<file path="config.mk">
export PLATFORM = sky130hd
export DESIGN_NAME = triangle_span_generator_top
export DESIGN_NICKNAME = d
export VERILOG_FILES = /design/src/sv/tsg_pkg.sv /design/src/sv/tsg_div.sv /design/src/sv/triangle_span_generator_top.sv
export VERILOG_INCLUDE_DIRS = /design/src /design/src/sv
export SDC_FILE = /design/constraint.sdc
export NUM_CORES = 1
export LEC_CHECK = 0
export ABC_CLOCK_PERIOD_IN_PS = 12750
export BUFFER_PORTS_ARGS = -buffer_cell sky130_fd_sc_hd__buf_2
export CAP_MARGIN = 20
export CORE_ASPECT_RATIO = 1.75
export CORE_UTILIZATION = 30
export CTS_BUF_LIST = sky130_fd_sc_hd__clkbuf_16
export DETAILED_ROUTE_END_ITERATION = 16
export SLEW_MARGIN = 20
export SYNTH_ARGS = -nofsm -noshare
export SYNTH_HDL_FRONTEND = slang
export SYNTH_SLANG_ARGS = --single-unit
</file>
<file path="constraint.sdc">
create_clock -name i_clk -period 12.75 [get_ports i_clk]
set_clock_uncertainty 0.2 [all_clocks]
set_input_delay 1.275 -clock i_clk [delete_from_list [all_inputs] [get_ports i_clk]]
set_output_delay 1.275 -clock i_clk [all_outputs]
set_load 0.02 [all_outputs]
</file>
<file path="src/sv/triangle_span_generator_top_macros.svh">
// Assertion macros for the triangle span generator.
// Used by the top level only.
`ifndef TRIANGLE_SPAN_GENERATOR_TOP_MACROS_SVH
`define TRIANGLE_SPAN_GENERATOR_TOP_MACROS_SVH
// implication checked on every clock, disabled during reset
`define TSG_ASSERT_IMP(label, clk, rst_n, ante, cons) \
    label: assert property (@(posedge clk) disable iff (!rst_n) (ante) |-> (cons)) \
        else $error("assertion failed");
// next-cycle implication
`define TSG_ASSERT_NXT(label, clk, rst_n, ante, cons) \
    label: assert property (@(posedge clk) disable iff (!rst_n) (ante) |=> (cons)) \
        else $error("assertion failed");
`endif

</file>
<file path="src/sv/tsg_pkg.sv">
// Package for the triangle span generator: widths, function codes, state type.
// No dependencies.
`default_nettype none
package tsg_pkg;
    localparam int COORD_BITS_DEF = 12;
    localparam int COLOR_BITS     = 32;
    localparam logic FUNC_LOAD = 1'b0;
    localparam logic FUNC_NEXT = 1'b1;
    typedef enum logic [2:0] {
        ST_IDLE, ST_SORT, ST_DIV_L, ST_DIV_S, ST_OUT
    } t_state;
endpackage
`default_nettype wire

</file>
<file path="src/sv/tsg_div.sv">
// Radix-2 restoring signed divider, quotient truncated toward zero.
// Done and the quotient hold after the last step until the next start; no other dependencies.
`default_nettype none
module tsg_div #(
    parameter int NB = 26,
    parameter int DB = 13
) (
    input  wire logic                 i_clk,
    input  wire logic                 i_rst_n,
    input  wire logic                 i_start,
    input  wire logic signed [NB-1:0] i_num,
    input  wire logic signed [DB-1:0] i_den,
    output logic                      o_done,
    output logic signed [NB-1:0]      o_quo
);
    localparam int CW = $clog2(NB + 1);
    logic [NB-1:0] r_q, n_q;
    logic [DB:0]   r_rem, n_rem;
    logic [DB-1:0] r_d, n_d;
    logic          r_neg, n_neg;
    logic [CW-1:0] r_cnt, n_cnt;
    logic          r_busy, n_busy;
    logic          r_done, n_done;
    logic [DB:0]   w_trial;
    logic [DB:0]   w_sh;

    always_comb begin
        n_q = r_q; n_rem = r_rem; n_d = r_d; n_neg = r_neg;
        n_cnt = r_cnt; n_busy = r_busy; n_done = r_done;
        w_sh = {r_rem[DB-1:0], r_q[NB-1]};
        w_trial = w_sh - {1'b0, r_d};
        if (i_start) begin
            n_q   = i_num[NB-1] ? NB'(-i_num) : i_num;
            n_d   = i_den[DB-1] ? DB'(-i_den) : i_den;
            n_neg = i_num[NB-1] ^ i_den[DB-1];
            n_rem = '0;
            n_cnt = CW'(NB);
            n_busy = 1'b1;
            n_done = 1'b0;
        end else if (r_busy) begin
            if (!w_trial[DB]) begin
                n_rem = w_trial;
                n_q = {r_q[NB-2:0], 1'b1};
            end else begin
                n_rem = w_sh;
                n_q = {r_q[NB-2:0], 1'b0};
            end
            n_cnt = r_cnt - 1'b1;
            if (r_cnt == CW'(1)) begin
                n_busy = 1'b0;
                n_done = 1'b1;
            end
        end
    end

    always_ff @(posedge i_clk) begin
        if (!i_rst_n) begin
            r_busy <= 1'b0;
            r_done <= 1'b0;
            r_cnt <= '0;
        end else begin
            r_busy <= n_busy;
            r_done <= n_done;
            r_cnt <= n_cnt;
        end
        r_q <= n_q; r_rem <= n_rem; r_d <= n_d; r_neg <= n_neg;
    end

    assign o_done = r_done;
    always_comb begin
        if (r_neg) o_quo = -$signed(r_q);
        else       o_quo = $signed(r_q);
    end
endmodule
`default_nettype wire

</file>
<file path="src/sv/triangle_span_generator_top.sv">
// Triangle span generator on tsg_pkg and tsg_div: sort vertices on load, one span per request while rows remain.
// Load: the accept sorts the first vertex pair, then ST_SORT and ST_OUT finish the sort.
// Span: a request runs two passes through the shared radix-2 divider (ST_DIV_L, then ST_DIV_S)
// before m_axis_tvalid; no new request is taken until the span is registered.
// A finished span holds in the divider until the output register is free.
// Synchronous active-low reset returns to idle with no triangle loaded.
`default_nettype none
`include "triangle_span_generator_top_macros.svh"
module triangle_span_generator_top #(
    parameter int COORD_BITS = tsg_pkg::COORD_BITS_DEF
) (
    input  wire logic i_clk,
    input  wire logic i_rst_n,
    input  wire logic s_axis_tvalid,
    output logic      s_axis_tready,
    // func (tuser)
    input  wire logic s_axis_tuser,
    // a_x, a_y, b_x, b_y, c_x, c_y, fill_color, zero pad
    input  wire logic [((6*COORD_BITS+32+7)/8)*8-1:0] s_axis_tdata,
    output logic      m_axis_tvalid,
    input  wire logic m_axis_tready,
    // span_last
    output logic      m_axis_tlast,
    // span_row, span_left, span_right, span_color, zero pad
    output logic [((3*COORD_BITS+32+7)/8)*8-1:0] m_axis_tdata
);
    localparam int CB = COORD_BITS;
    localparam int NB = 2*CB + 2;
    localparam int DB = CB + 1;
    localparam int OW = ((3*CB+32+7)/8)*8;
    typedef logic signed [CB-1:0] t_c;

    tsg_pkg::t_state r_st, n_st;
    t_c r_tx, r_ty, r_mx, r_my, r_bx, r_by, r_row, r_xl;
    logic [31:0] r_col;
    logic r_busy;
    logic r_ov, n_ov;
    logic [OW-1:0] r_od;
    logic r_ol;

    t_c ax, ay, bx, by, cx, cy, t0x, t0y, t1x, t1y, s0x, s0y, s1x, s1y;
    logic acc, dstart, ddone, w_fin;
    logic signed [NB-1:0] num, quo;
    logic signed [DB-1:0] den;
    logic signed [CB:0] dxl, offl, hl, dxs, offs, hs, mul_a, mul_b;
    logic lower, last;
    t_c xbase, xl, xs, lo, hi;

    assign s_axis_tready = (r_st == tsg_pkg::ST_IDLE);
    assign acc = s_axis_tvalid && s_axis_tready;
    assign ax = s_axis_tdata[CB-1:0];
    assign ay = s_axis_tdata[2*CB-1:CB];
    assign bx = s_axis_tdata[3*CB-1:2*CB];
    assign by = s_axis_tdata[4*CB-1:3*CB];
    assign cx = s_axis_tdata[5*CB-1:4*CB];
    assign cy = s_axis_tdata[6*CB-1:5*CB];

    always_comb begin
        if (ay > by) begin t0x = bx; t0y = by; t1x = ax; t1y = ay; end
        else begin t0x = ax; t0y = ay; t1x = bx; t1y = by; end
        if (r_my > r_by) begin s0x = r_bx; s0y = r_by; s1x = r_mx; s1y = r_my; end
        else begin s0x = r_mx; s0y = r_my; s1x = r_bx; s1y = r_by; end
    end

    assign lower = (r_row > r_my) || (r_my == r_ty);
    assign dxl  = (CB+1)'(r_bx) - (CB+1)'(r_tx);
    assign offl = (CB+1)'(r_row) - (CB+1)'(r_ty);
    assign hl   = (CB+1)'(r_by) - (CB+1)'(r_ty);
    always_comb begin
        if (lower) begin
            dxs = (CB+1)'(r_bx) - (CB+1)'(r_mx);
            offs = (CB+1)'(r_row) - (CB+1)'(r_my);
            hs = (CB+1)'(r_by) - (CB+1)'(r_my);
        end else begin
            dxs = (CB+1)'(r_mx) - (CB+1)'(r_tx);
            offs = offl;
            hs = (CB+1)'(r_my) - (CB+1)'(r_ty);
        end
    end

    always_comb begin
        dstart = 1'b0;
        mul_a = dxl;
        mul_b = offl;
        den = hl;
        if (r_st == tsg_pkg::ST_IDLE && acc && s_axis_tuser == tsg_pkg::FUNC_NEXT && r_busy)
            dstart = 1'b1;
        if (r_st == tsg_pkg::ST_DIV_L && ddone) begin
            dstart = 1'b1; mul_a = dxs; mul_b = offs; den = hs;
        end
    end
    assign num = NB'(mul_a) * NB'(mul_b);

    tsg_div #(.NB(NB), .DB(DB)) u_div (
        .i_clk(i_clk), .i_rst_n(i_rst_n), .i_start(dstart),
        .i_num(num), .i_den(den), .o_done(ddone), .o_quo(quo)
    );

    assign xbase = lower ? r_mx : r_tx;
    assign xl = r_xl;
    assign xs = t_c'(xbase + quo[CB-1:0]);
    assign lo = (xl < xs) ? xl : xs;
    assign hi = (xl < xs) ? xs : xl;
    assign last = (r_row >= r_by);
    assign w_fin = (r_st == tsg_pkg::ST_DIV_S) && ddone && (!r_ov || m_axis_tready);
    assign n_ov = w_fin ? 1'b1 : (m_axis_tready ? 1'b0 : r_ov);

    always_comb begin
        n_st = r_st;
        case (r_st)
            tsg_pkg::ST_IDLE:
                if (acc) begin
                    if (s_axis_tuser == tsg_pkg::FUNC_LOAD) n_st = tsg_pkg::ST_SORT;
                    else if (r_busy) n_st = tsg_pkg::ST_DIV_L;
                end
            tsg_pkg::ST_SORT: n_st = tsg_pkg::ST_OUT;
            tsg_pkg::ST_DIV_L: if (ddone) n_st = tsg_pkg::ST_DIV_S;
            tsg_pkg::ST_DIV_S: if (w_fin) n_st = tsg_pkg::ST_IDLE;
            tsg_pkg::ST_OUT: n_st = tsg_pkg::ST_IDLE;
            default: n_st = tsg_pkg::ST_IDLE;
        endcase
    end

    always_ff @(posedge i_clk) begin
        if (!i_rst_n) begin
            r_st <= tsg_pkg::ST_IDLE;
            r_busy <= 1'b0;
            r_ov <= 1'b0;
            r_tx <= '0; r_ty <= '0; r_mx <= '0; r_my <= '0;
            r_bx <= '0; r_by <= '0; r_row <= '0; r_col <= '0;
        end else begin
            r_st <= n_st;
            r_ov <= n_ov;
            case (r_st)
                tsg_pkg::ST_IDLE:
                    if (acc && s_axis_tuser == tsg_pkg::FUNC_LOAD) begin
                        r_tx <= t0x; r_ty <= t0y; r_mx <= t1x; r_my <= t1y;
                        r_bx <= cx; r_by <= cy;
                        r_col <= s_axis_tdata[6*CB+31:6*CB];
                    end
                tsg_pkg::ST_SORT: begin
                    r_mx <= s0x; r_my <= s0y; r_bx <= s1x; r_by <= s1y;
                end
                tsg_pkg::ST_OUT: begin
                    if (r_ty > s0y) begin
                        r_tx <= s0x; r_ty <= s0y; r_mx <= r_tx; r_my <= r_ty;
                        r_row <= s0y; r_busy <= (s0y != r_by);
                    end else begin
                        r_row <= r_ty; r_busy <= (r_ty != r_by);
                    end
                end
                tsg_pkg::ST_DIV_S:
                    if (w_fin) begin
                        if (last) r_busy <= 1'b0;
                        else r_row <= r_row + 1'b1;
                    end
                default: ;
            endcase
        end
        if (r_st == tsg_pkg::ST_DIV_L && ddone)
            r_xl <= (hl <= 0) ? r_tx : t_c'(r_tx + quo[CB-1:0]);
        if (w_fin) begin
            r_od <= OW'({r_col, hi, lo, r_row});
            r_ol <= last;
        end
    end

    assign m_axis_tvalid = r_ov;
    assign m_axis_tdata = r_od;
    assign m_axis_tlast = r_ol;

    `TSG_ASSERT_IMP(a_ready_idle, i_clk, i_rst_n, s_axis_tready, r_st == tsg_pkg::ST_IDLE)
    `TSG_ASSERT_IMP(a_out_idle, i_clk, i_rst_n, r_st != tsg_pkg::ST_IDLE, !s_axis_tready)
    `TSG_ASSERT_NXT(a_span_done, i_clk, i_rst_n, w_fin, m_axis_tvalid)
    `TSG_ASSERT_NXT(a_out_hold, i_clk, i_rst_n, m_axis_tvalid && !m_axis_tready, m_axis_tvalid)
endmodule
`default_nettype wire

</file>
Yosys cells after proc, flatten, opt, wreduce, memory -nomap -nowiden
Cells that the tools add are included.

storage, ports and cells
  register bits = 262
  bits in latches = 0
  bits in writable memories = 0
  ROM bits = 0
  input bits = 109
  logic and storage cells = 158
  memories = 0

cells by class
  add/subtract/negate cells = 16
  multiply operators = 1
  div/mod/pow operators = 0
  order comparisons = 7
  equal/unequal tests = 17
  shift-type cells = 0
  multiplexer cells = 63
  bitwise operators = 3
  reduce and logical (&&, ||, !) cells = 28

operator list
  kind                   count
  $mux 12                26
  $pmux 12 s2            5
  $sub 12x12->13         8
  $mux 13                7
  $mux 26                3
  $pmux 12 s3            2
  $gt 12x12->1           4
  $mul 13x13->26         1
  $neg 26->26            1
  $add 12x12->12         2
  $ne 12x12->1           2
  $mux 3                 5
  $reduce_and 3->1       5
  $sub 14x13->14         1
  $le 13x1->1 const B    1
  $neg 13->13            1
  $add 12x1->12 const B  1
  $eq 12x12->1           1
  $ge 12x12->1           1
  $lt 12x12->1           1
  $neg 12->12            1
  $pmux 3 s4             1
  $mux 1                 11
  $mux 5                 2
  20 further kinds       42

Logic depth before layout (Yosys ltp)
  depth after elaboration = 8
  mapped depth = 40
  mapped depth without buffers = 36

Hierarchy
From an unflattened synthesis, not the netlist that was laid out.

unflattened totals
  cells, all modules = 3224
  area total of the unflattened synthesis = 28107.0 µm²

by module, submodules not included
  module                       times used  cells an instance  area an instance (µm²)  sequential area each (µm²)
  triangle_span_generator_top  1           2753               23791.6                 4854.7
  tsg_div                      1           471                4315.4                  1601.5

Least setup slack after synthesis
Ideal clock, no wire load.

  path kind = register to register
  start point = reg r_row[0]
  end point = reg u_div.r_q[21], data pin
  library setup time = 0.255 ns
  arrival = 8.722 ns
  data required time = 12.295 ns
  setup slack = 3.573 ns
  cell stages (with the launch flop) = 35
  period minus slack after synthesis = 9.177 ns
  cells stage by stage = dfxtp_1 inv_1 ha_1 inv_1 fa_1 a21o_1 a21oi_1 o21ai_0 a21oi_1 nor2b_1 o21a_1 o31a_1 or3_1 a31oi_1 clkbuf_1 nand2b_1 fa_1 fa_1 inv_1 fa_1 fa_1 fa_1 inv_1 fa_1 inv_1 ha_1 or3_1 o22a_2 xor2_2 or4_1 nor4_2 nand3_1 nor3_2 o21ai_0 a31o_1

between the ends
  cells in the longest elaborated chain, start to end = 8
  elaborated cells between the ends (all ways) = 12
  those cells by class = 3 x add/sub; 1 x mul; 1 x order compare; 6 x mux; 1 x reduce/logical

ends and longest elaborated chain
  element                   line                                source
  start: declaration        triangle_span_generator_top.sv:34   t_c r_tx, r_ty, r_mx, r_my, r_bx, r_by, r_row, r_xl;
  start signal: assignment  triangle_span_generator_top.sv:147  r_row <= s0y; r_busy <= (s0y != r_by);
  start signal: assignment  triangle_span_generator_top.sv:149  r_row <= r_ty; r_busy <= (r_ty != r_by);
  start signal: assignment  triangle_span_generator_top.sv:155  else r_row <= r_row + 1'b1;
  $gt 12x12->1              triangle_span_generator_top.sv:65   assign lower = (r_row > r_my) || (r_my == r_ty);
  $logic_or 1x1->1          triangle_span_generator_top.sv:65
  $mux 13                   triangle_span_generator_top.sv:70   if (lower) begin
  $mux 13                   triangle_span_generator_top.sv:88   if (r_st == tsg_pkg::ST_DIV_L && ddone) begin
  $mul 13x13->26 *          triangle_span_generator_top.sv:92   assign num = NB'(mul_a) * NB'(mul_b);
  $neg 26->26               tsg_div.sv:33                       n_q = i_num[NB-1] ? NB'(-i_num) : i_num;
  $mux 26 *                 tsg_div.sv:33
  $mux 26 *                 tsg_div.sv:32                       if (i_start) begin
  named net u_div.n_q[21]   tsg_div.sv:17                       logic [NB-1:0] r_q, n_q;
  end signal: assignment    tsg_div.sv:66                       r_q <= n_q; r_rem <= n_rem; r_d <= n_d; r_neg <= n_neg;
  end: declaration          tsg_div.sv:17

The timed path passes the listed nets; every way through them passes the cells marked *.
A chain may end at the register's enable or synchronous reset.

Final worst setup path
  start point = reg r_my[1]
  end point = reg u_div.r_q[21], data pin

between the ends
  cells in the longest elaborated chain, start to end = 8
  elaborated cells between the ends (all ways) = 12
  those cells by class = 2 x add/sub; 1 x mul; 1 x order compare; 1 x eq/ne; 6 x mux; 1 x reduce/logical

ends and longest elaborated chain
  element                                              line                                source
  start: declaration                                   triangle_span_generator_top.sv:34
  start signal: assignment                             triangle_span_generator_top.sv:137  r_tx <= t0x; r_ty <= t0y; r_mx <= t1x; r_my <= t1y;
  $gt 12x12->1 / $eq 12x12->1 (equally long branches)  triangle_span_generator_top.sv:65
  $logic_or 1x1->1                                     triangle_span_generator_top.sv:65
  $mux 13                                              triangle_span_generator_top.sv:70
  $mux 13                                              triangle_span_generator_top.sv:88
  $mul 13x13->26 *                                     triangle_span_generator_top.sv:92
  $neg 26->26                                          tsg_div.sv:33
  $mux 26 *                                            tsg_div.sv:33
  $mux 26 *                                            tsg_div.sv:32
  named net u_div.n_q[21]                              tsg_div.sv:17

Marked as above.

==> impl_metrics.json <==
{
  "path_max_fanout": 17,
  "drive_gt1_frac": 0.115,
  "fin_nets": 3683,
  "grt_pass1_wl_mm": 134,
  "dieArea_mm2": 0.0895,
  "cts_hold_buf": 0,
  "crit_top_cell": "fa_1",
  "synthArstFlopShare": 0,
  "drc_errors": 0,
  "ys_seq_area_frac": 0.244,
  "rrSetupSlack_ps": 2170,
  "die_w_um": 227,
  "postRouteAntennaNets": 0,
  "cts_tree": "done",
  "grt_pass1_vias": 23600,
  "nFillCells": 9087,
  "critPathArrivalTime_ps": 10690,
  "post_cts_resized": 0,
  "dr.pass1.iters": 7,
  "clkTransAtPathRegs_ps": 70,
  "grt_overflow": 0,
  "yosys_warnings": 0,
  "timing.fmax_ghz": 0.0946,
  "critical_path_class": "reg -> reg",
  "cp-startpoint": "r_my[1]$_SDFFE_PN0P_",
  "slew_headroom": 0.256,
  "worst_slew_pin_slew_ps": 1120,
  "cts_buffers": 25,
  "cp-end-kind": "register",
  "clock_latency_ps": 580,
  "start_util": 0.304,
  "finalWirelength_mm": 86.3,
  "avgViaCountPerCell": 5.24,
  "rsz0062_at_grt": "false",
  "wl_per_cell_um": 19.9,
  "cts_max_path_buffers": 3,
  "outcome": "complete, no violations",
  "die_y_um": 395,
  "cts_root_buf": "clkbuf_16",
  "core-area_mm2": 0.0871,
  "grt_max_degree": 72,
  "vias": 22700,
  "postCtsSetupRepairBufs": 0,
  "slew_viol_final": 0,
  "fin_crit_ps": 10580,
  "min-delay-start": "r_col[27]$_SDFFE_PN0P_",
  "dr.first_iter.drc_count": 1280,
  "synth_area_per_cell_um2": 8.76,
  "io_buffer_count": 179,
  "track_usage": 0.194,
  "synth_cell_type_count": 94,
  "crit_family": "adder cells",
  "rows": 143,
  "hold_class": "reg -> reg",
  "synth-edff-count": 121,
  "period_share": 0.829,
  "max_stage_delay_ps": 850,
  "multi_input_area_mm2": 0.0185,
  "seq_area_mm2": 0.00646,
  "antenna_found_initial": 9,
  "worstReg2RegStart": "r_my[1]$_SDFFE_PN0P_",
  "fin_setup_tns_ps": 0,
  "synth_seq_cells": 262,
  "path_buf_inv": 5,
  "drv_cap": 0,
  "crit_slowest_cell": "a21oi_1",
  "setup_viol": 0,
  "hpwlAfterDp_mm": 69.5,
  "synth_cells": 3024,
  "crit_required_ps": 12870,
  "cts.sinks": 262,
  "synth-main-ff-cell": "dfxtp_1",
  "boundaryPins": 184,
  "gp_congestion": 1.02,
  "syn_to_final_growth_pct": 11.7,
  "finalHoldViolCount": 0,
  "syn_area_mm2": 0.0265,
  "cts_max_level": 1,
  "critPathLaunchType": "register"
}
## registers in the layout, summed over array words and instances (netlist names), 5 cells and up
signal,flops
u_div.r_d,13
u_div.r_rem,13
r_ty,12
r_by,12
u_div.r_q,26
r_my,12
r_col,32
r_mx,12
u_div.r_cnt,5
r_row,12
r_xl,12
m_axis_tdata,68
r_tx,12
r_bx,12
## path summary, 6_finish.rpt
check                                                  end  depth (start not counted)
worst min-delay path            m_axis_tdata[63]$_DFFE_PP_                          0
worst max register to register     u_div.r_q[21]$_DFFE_PP_                         30
worst max-delay path               u_div.r_q[21]$_DFFE_PP_                         30
worst min register to register  m_axis_tdata[63]$_DFFE_PP_                          0
## worst register-to-register path: cells and delay by family (launching register included)
kind	cells	cell delay (ps)
adders and majority gates	8	3860
DFF	1	470
AOI/OAI and AO/OA	10	3180
and+or+nand+nor	7	1940
buffers and inverters	5	680
## kinds of logic after synthesis
logic type                 after synthesis  share of synthesized area
DFF                                    262                      0.244
and+or+nand+nor                        897                      0.158
muxes                                  118                     0.0463
adders and majority gates              424                      0.250
xor gates and xnor gates               163                     0.0542
AOI/OAI and AO/OA                      727                      0.184
other                                    1                   0.000142
buffers and inverters                  432                     0.0633
## cell usage in the layout, fill, tap and decap left out, types with 12 or more instances in the layout
master	n
edfxtp_1	121
ha_1	250
o21a_1	36
mux2_2	36
a21oi_1	203
or3_1	28
o211ai_1	49
nand2b_1	29
a31oi_1	31
a22oi_1	12
mux2i_1	81
a21o_1	36
and2_1	46
buf_2	179
nand3_1	63
dfxtp_1	141
nand2_1	314
nor3_1	47
and3_1	20
nor2_1	231
buf_4	43
nor2b_1	37
a21boi_0	13
inv_1	308
o21bai_1	19
fa_1	174
o221ai_1	20
o211a_1	27
o21ai_0	125
clkbuf_16	28
nand4_1	16
a211oi_1	27
xnor2_1	113
xor2_1	48
## Yosys cell counts (all sizes together), types with 20 or more instances
cell	count	share of area
nor2	236	0.034
or3	30	0.0073
o221ai	20	0.0066
o21ai	139	0.027
mux2	36	0.015
fa	174	0.13
nor3	51	0.010
nand2	315	0.045
mux2i	82	0.031
o21a	36	0.010
buf	37	0.0073
inv	305	0.043
nand2b	30	0.0071
and2	46	0.011
and3	20	0.0047
edfxtp	121	0.14
a21oi	207	0.039
o211ai	51	0.015
nand3	63	0.012
nor2b	38	0.0091
xnor2	114	0.038
a211oi	28	0.0081
a31oi	32	0.0076
clkbuf	89	0.013
a21o	36	0.010
ha	250	0.12
dfxtp	141	0.11
o211a	28	0.011
xor2	49	0.016
## layer usage
| layer | global-route usage | vias to the layer above | part of all wire |
|---|---|---|---|
| li1 | - | 10900 | - |
| met1 | 0.196 | 10900 | 0.36 |
| met4 | 0.143 | 8 | 0.081 |
| met5 | 0 | - | 0.00066 |
| met3 | 0.0239 | 272 | 0.047 |
| met2 | 0.358 | 695 | 0.52 |
## layout make-up
class | count | area share
diodes | 5 | 0.000423
repair buffers | 222 | 0.0412
flip-flops and latches | 262 | 0.218
well taps | 1160 | 0.0491
clock buffers | 28 | 0.0237
inverters | 306 | 0.0388
multi-input cells | 2333 | 0.624
clock inverters | 18 | 0.00436
## per-stage QoR
step	utilization	instances	hold WS (ps)	worst slack, ps	area (µm²)
finish	0.339	4334	229	2170	29600
global route	0.339	4331	242	1650	29600
CTS	0.339	4329	231	2180	29500
detailed placement	0.330	4283	213	2220	28700
global placement	0.330	4283	210	2360	28700
floorplan	-	3027	208	3570	26500
Power is left out: the tool's default activity adds up to more than one toggle a clock period on the data nets, which glitch-free logic cannot reach.
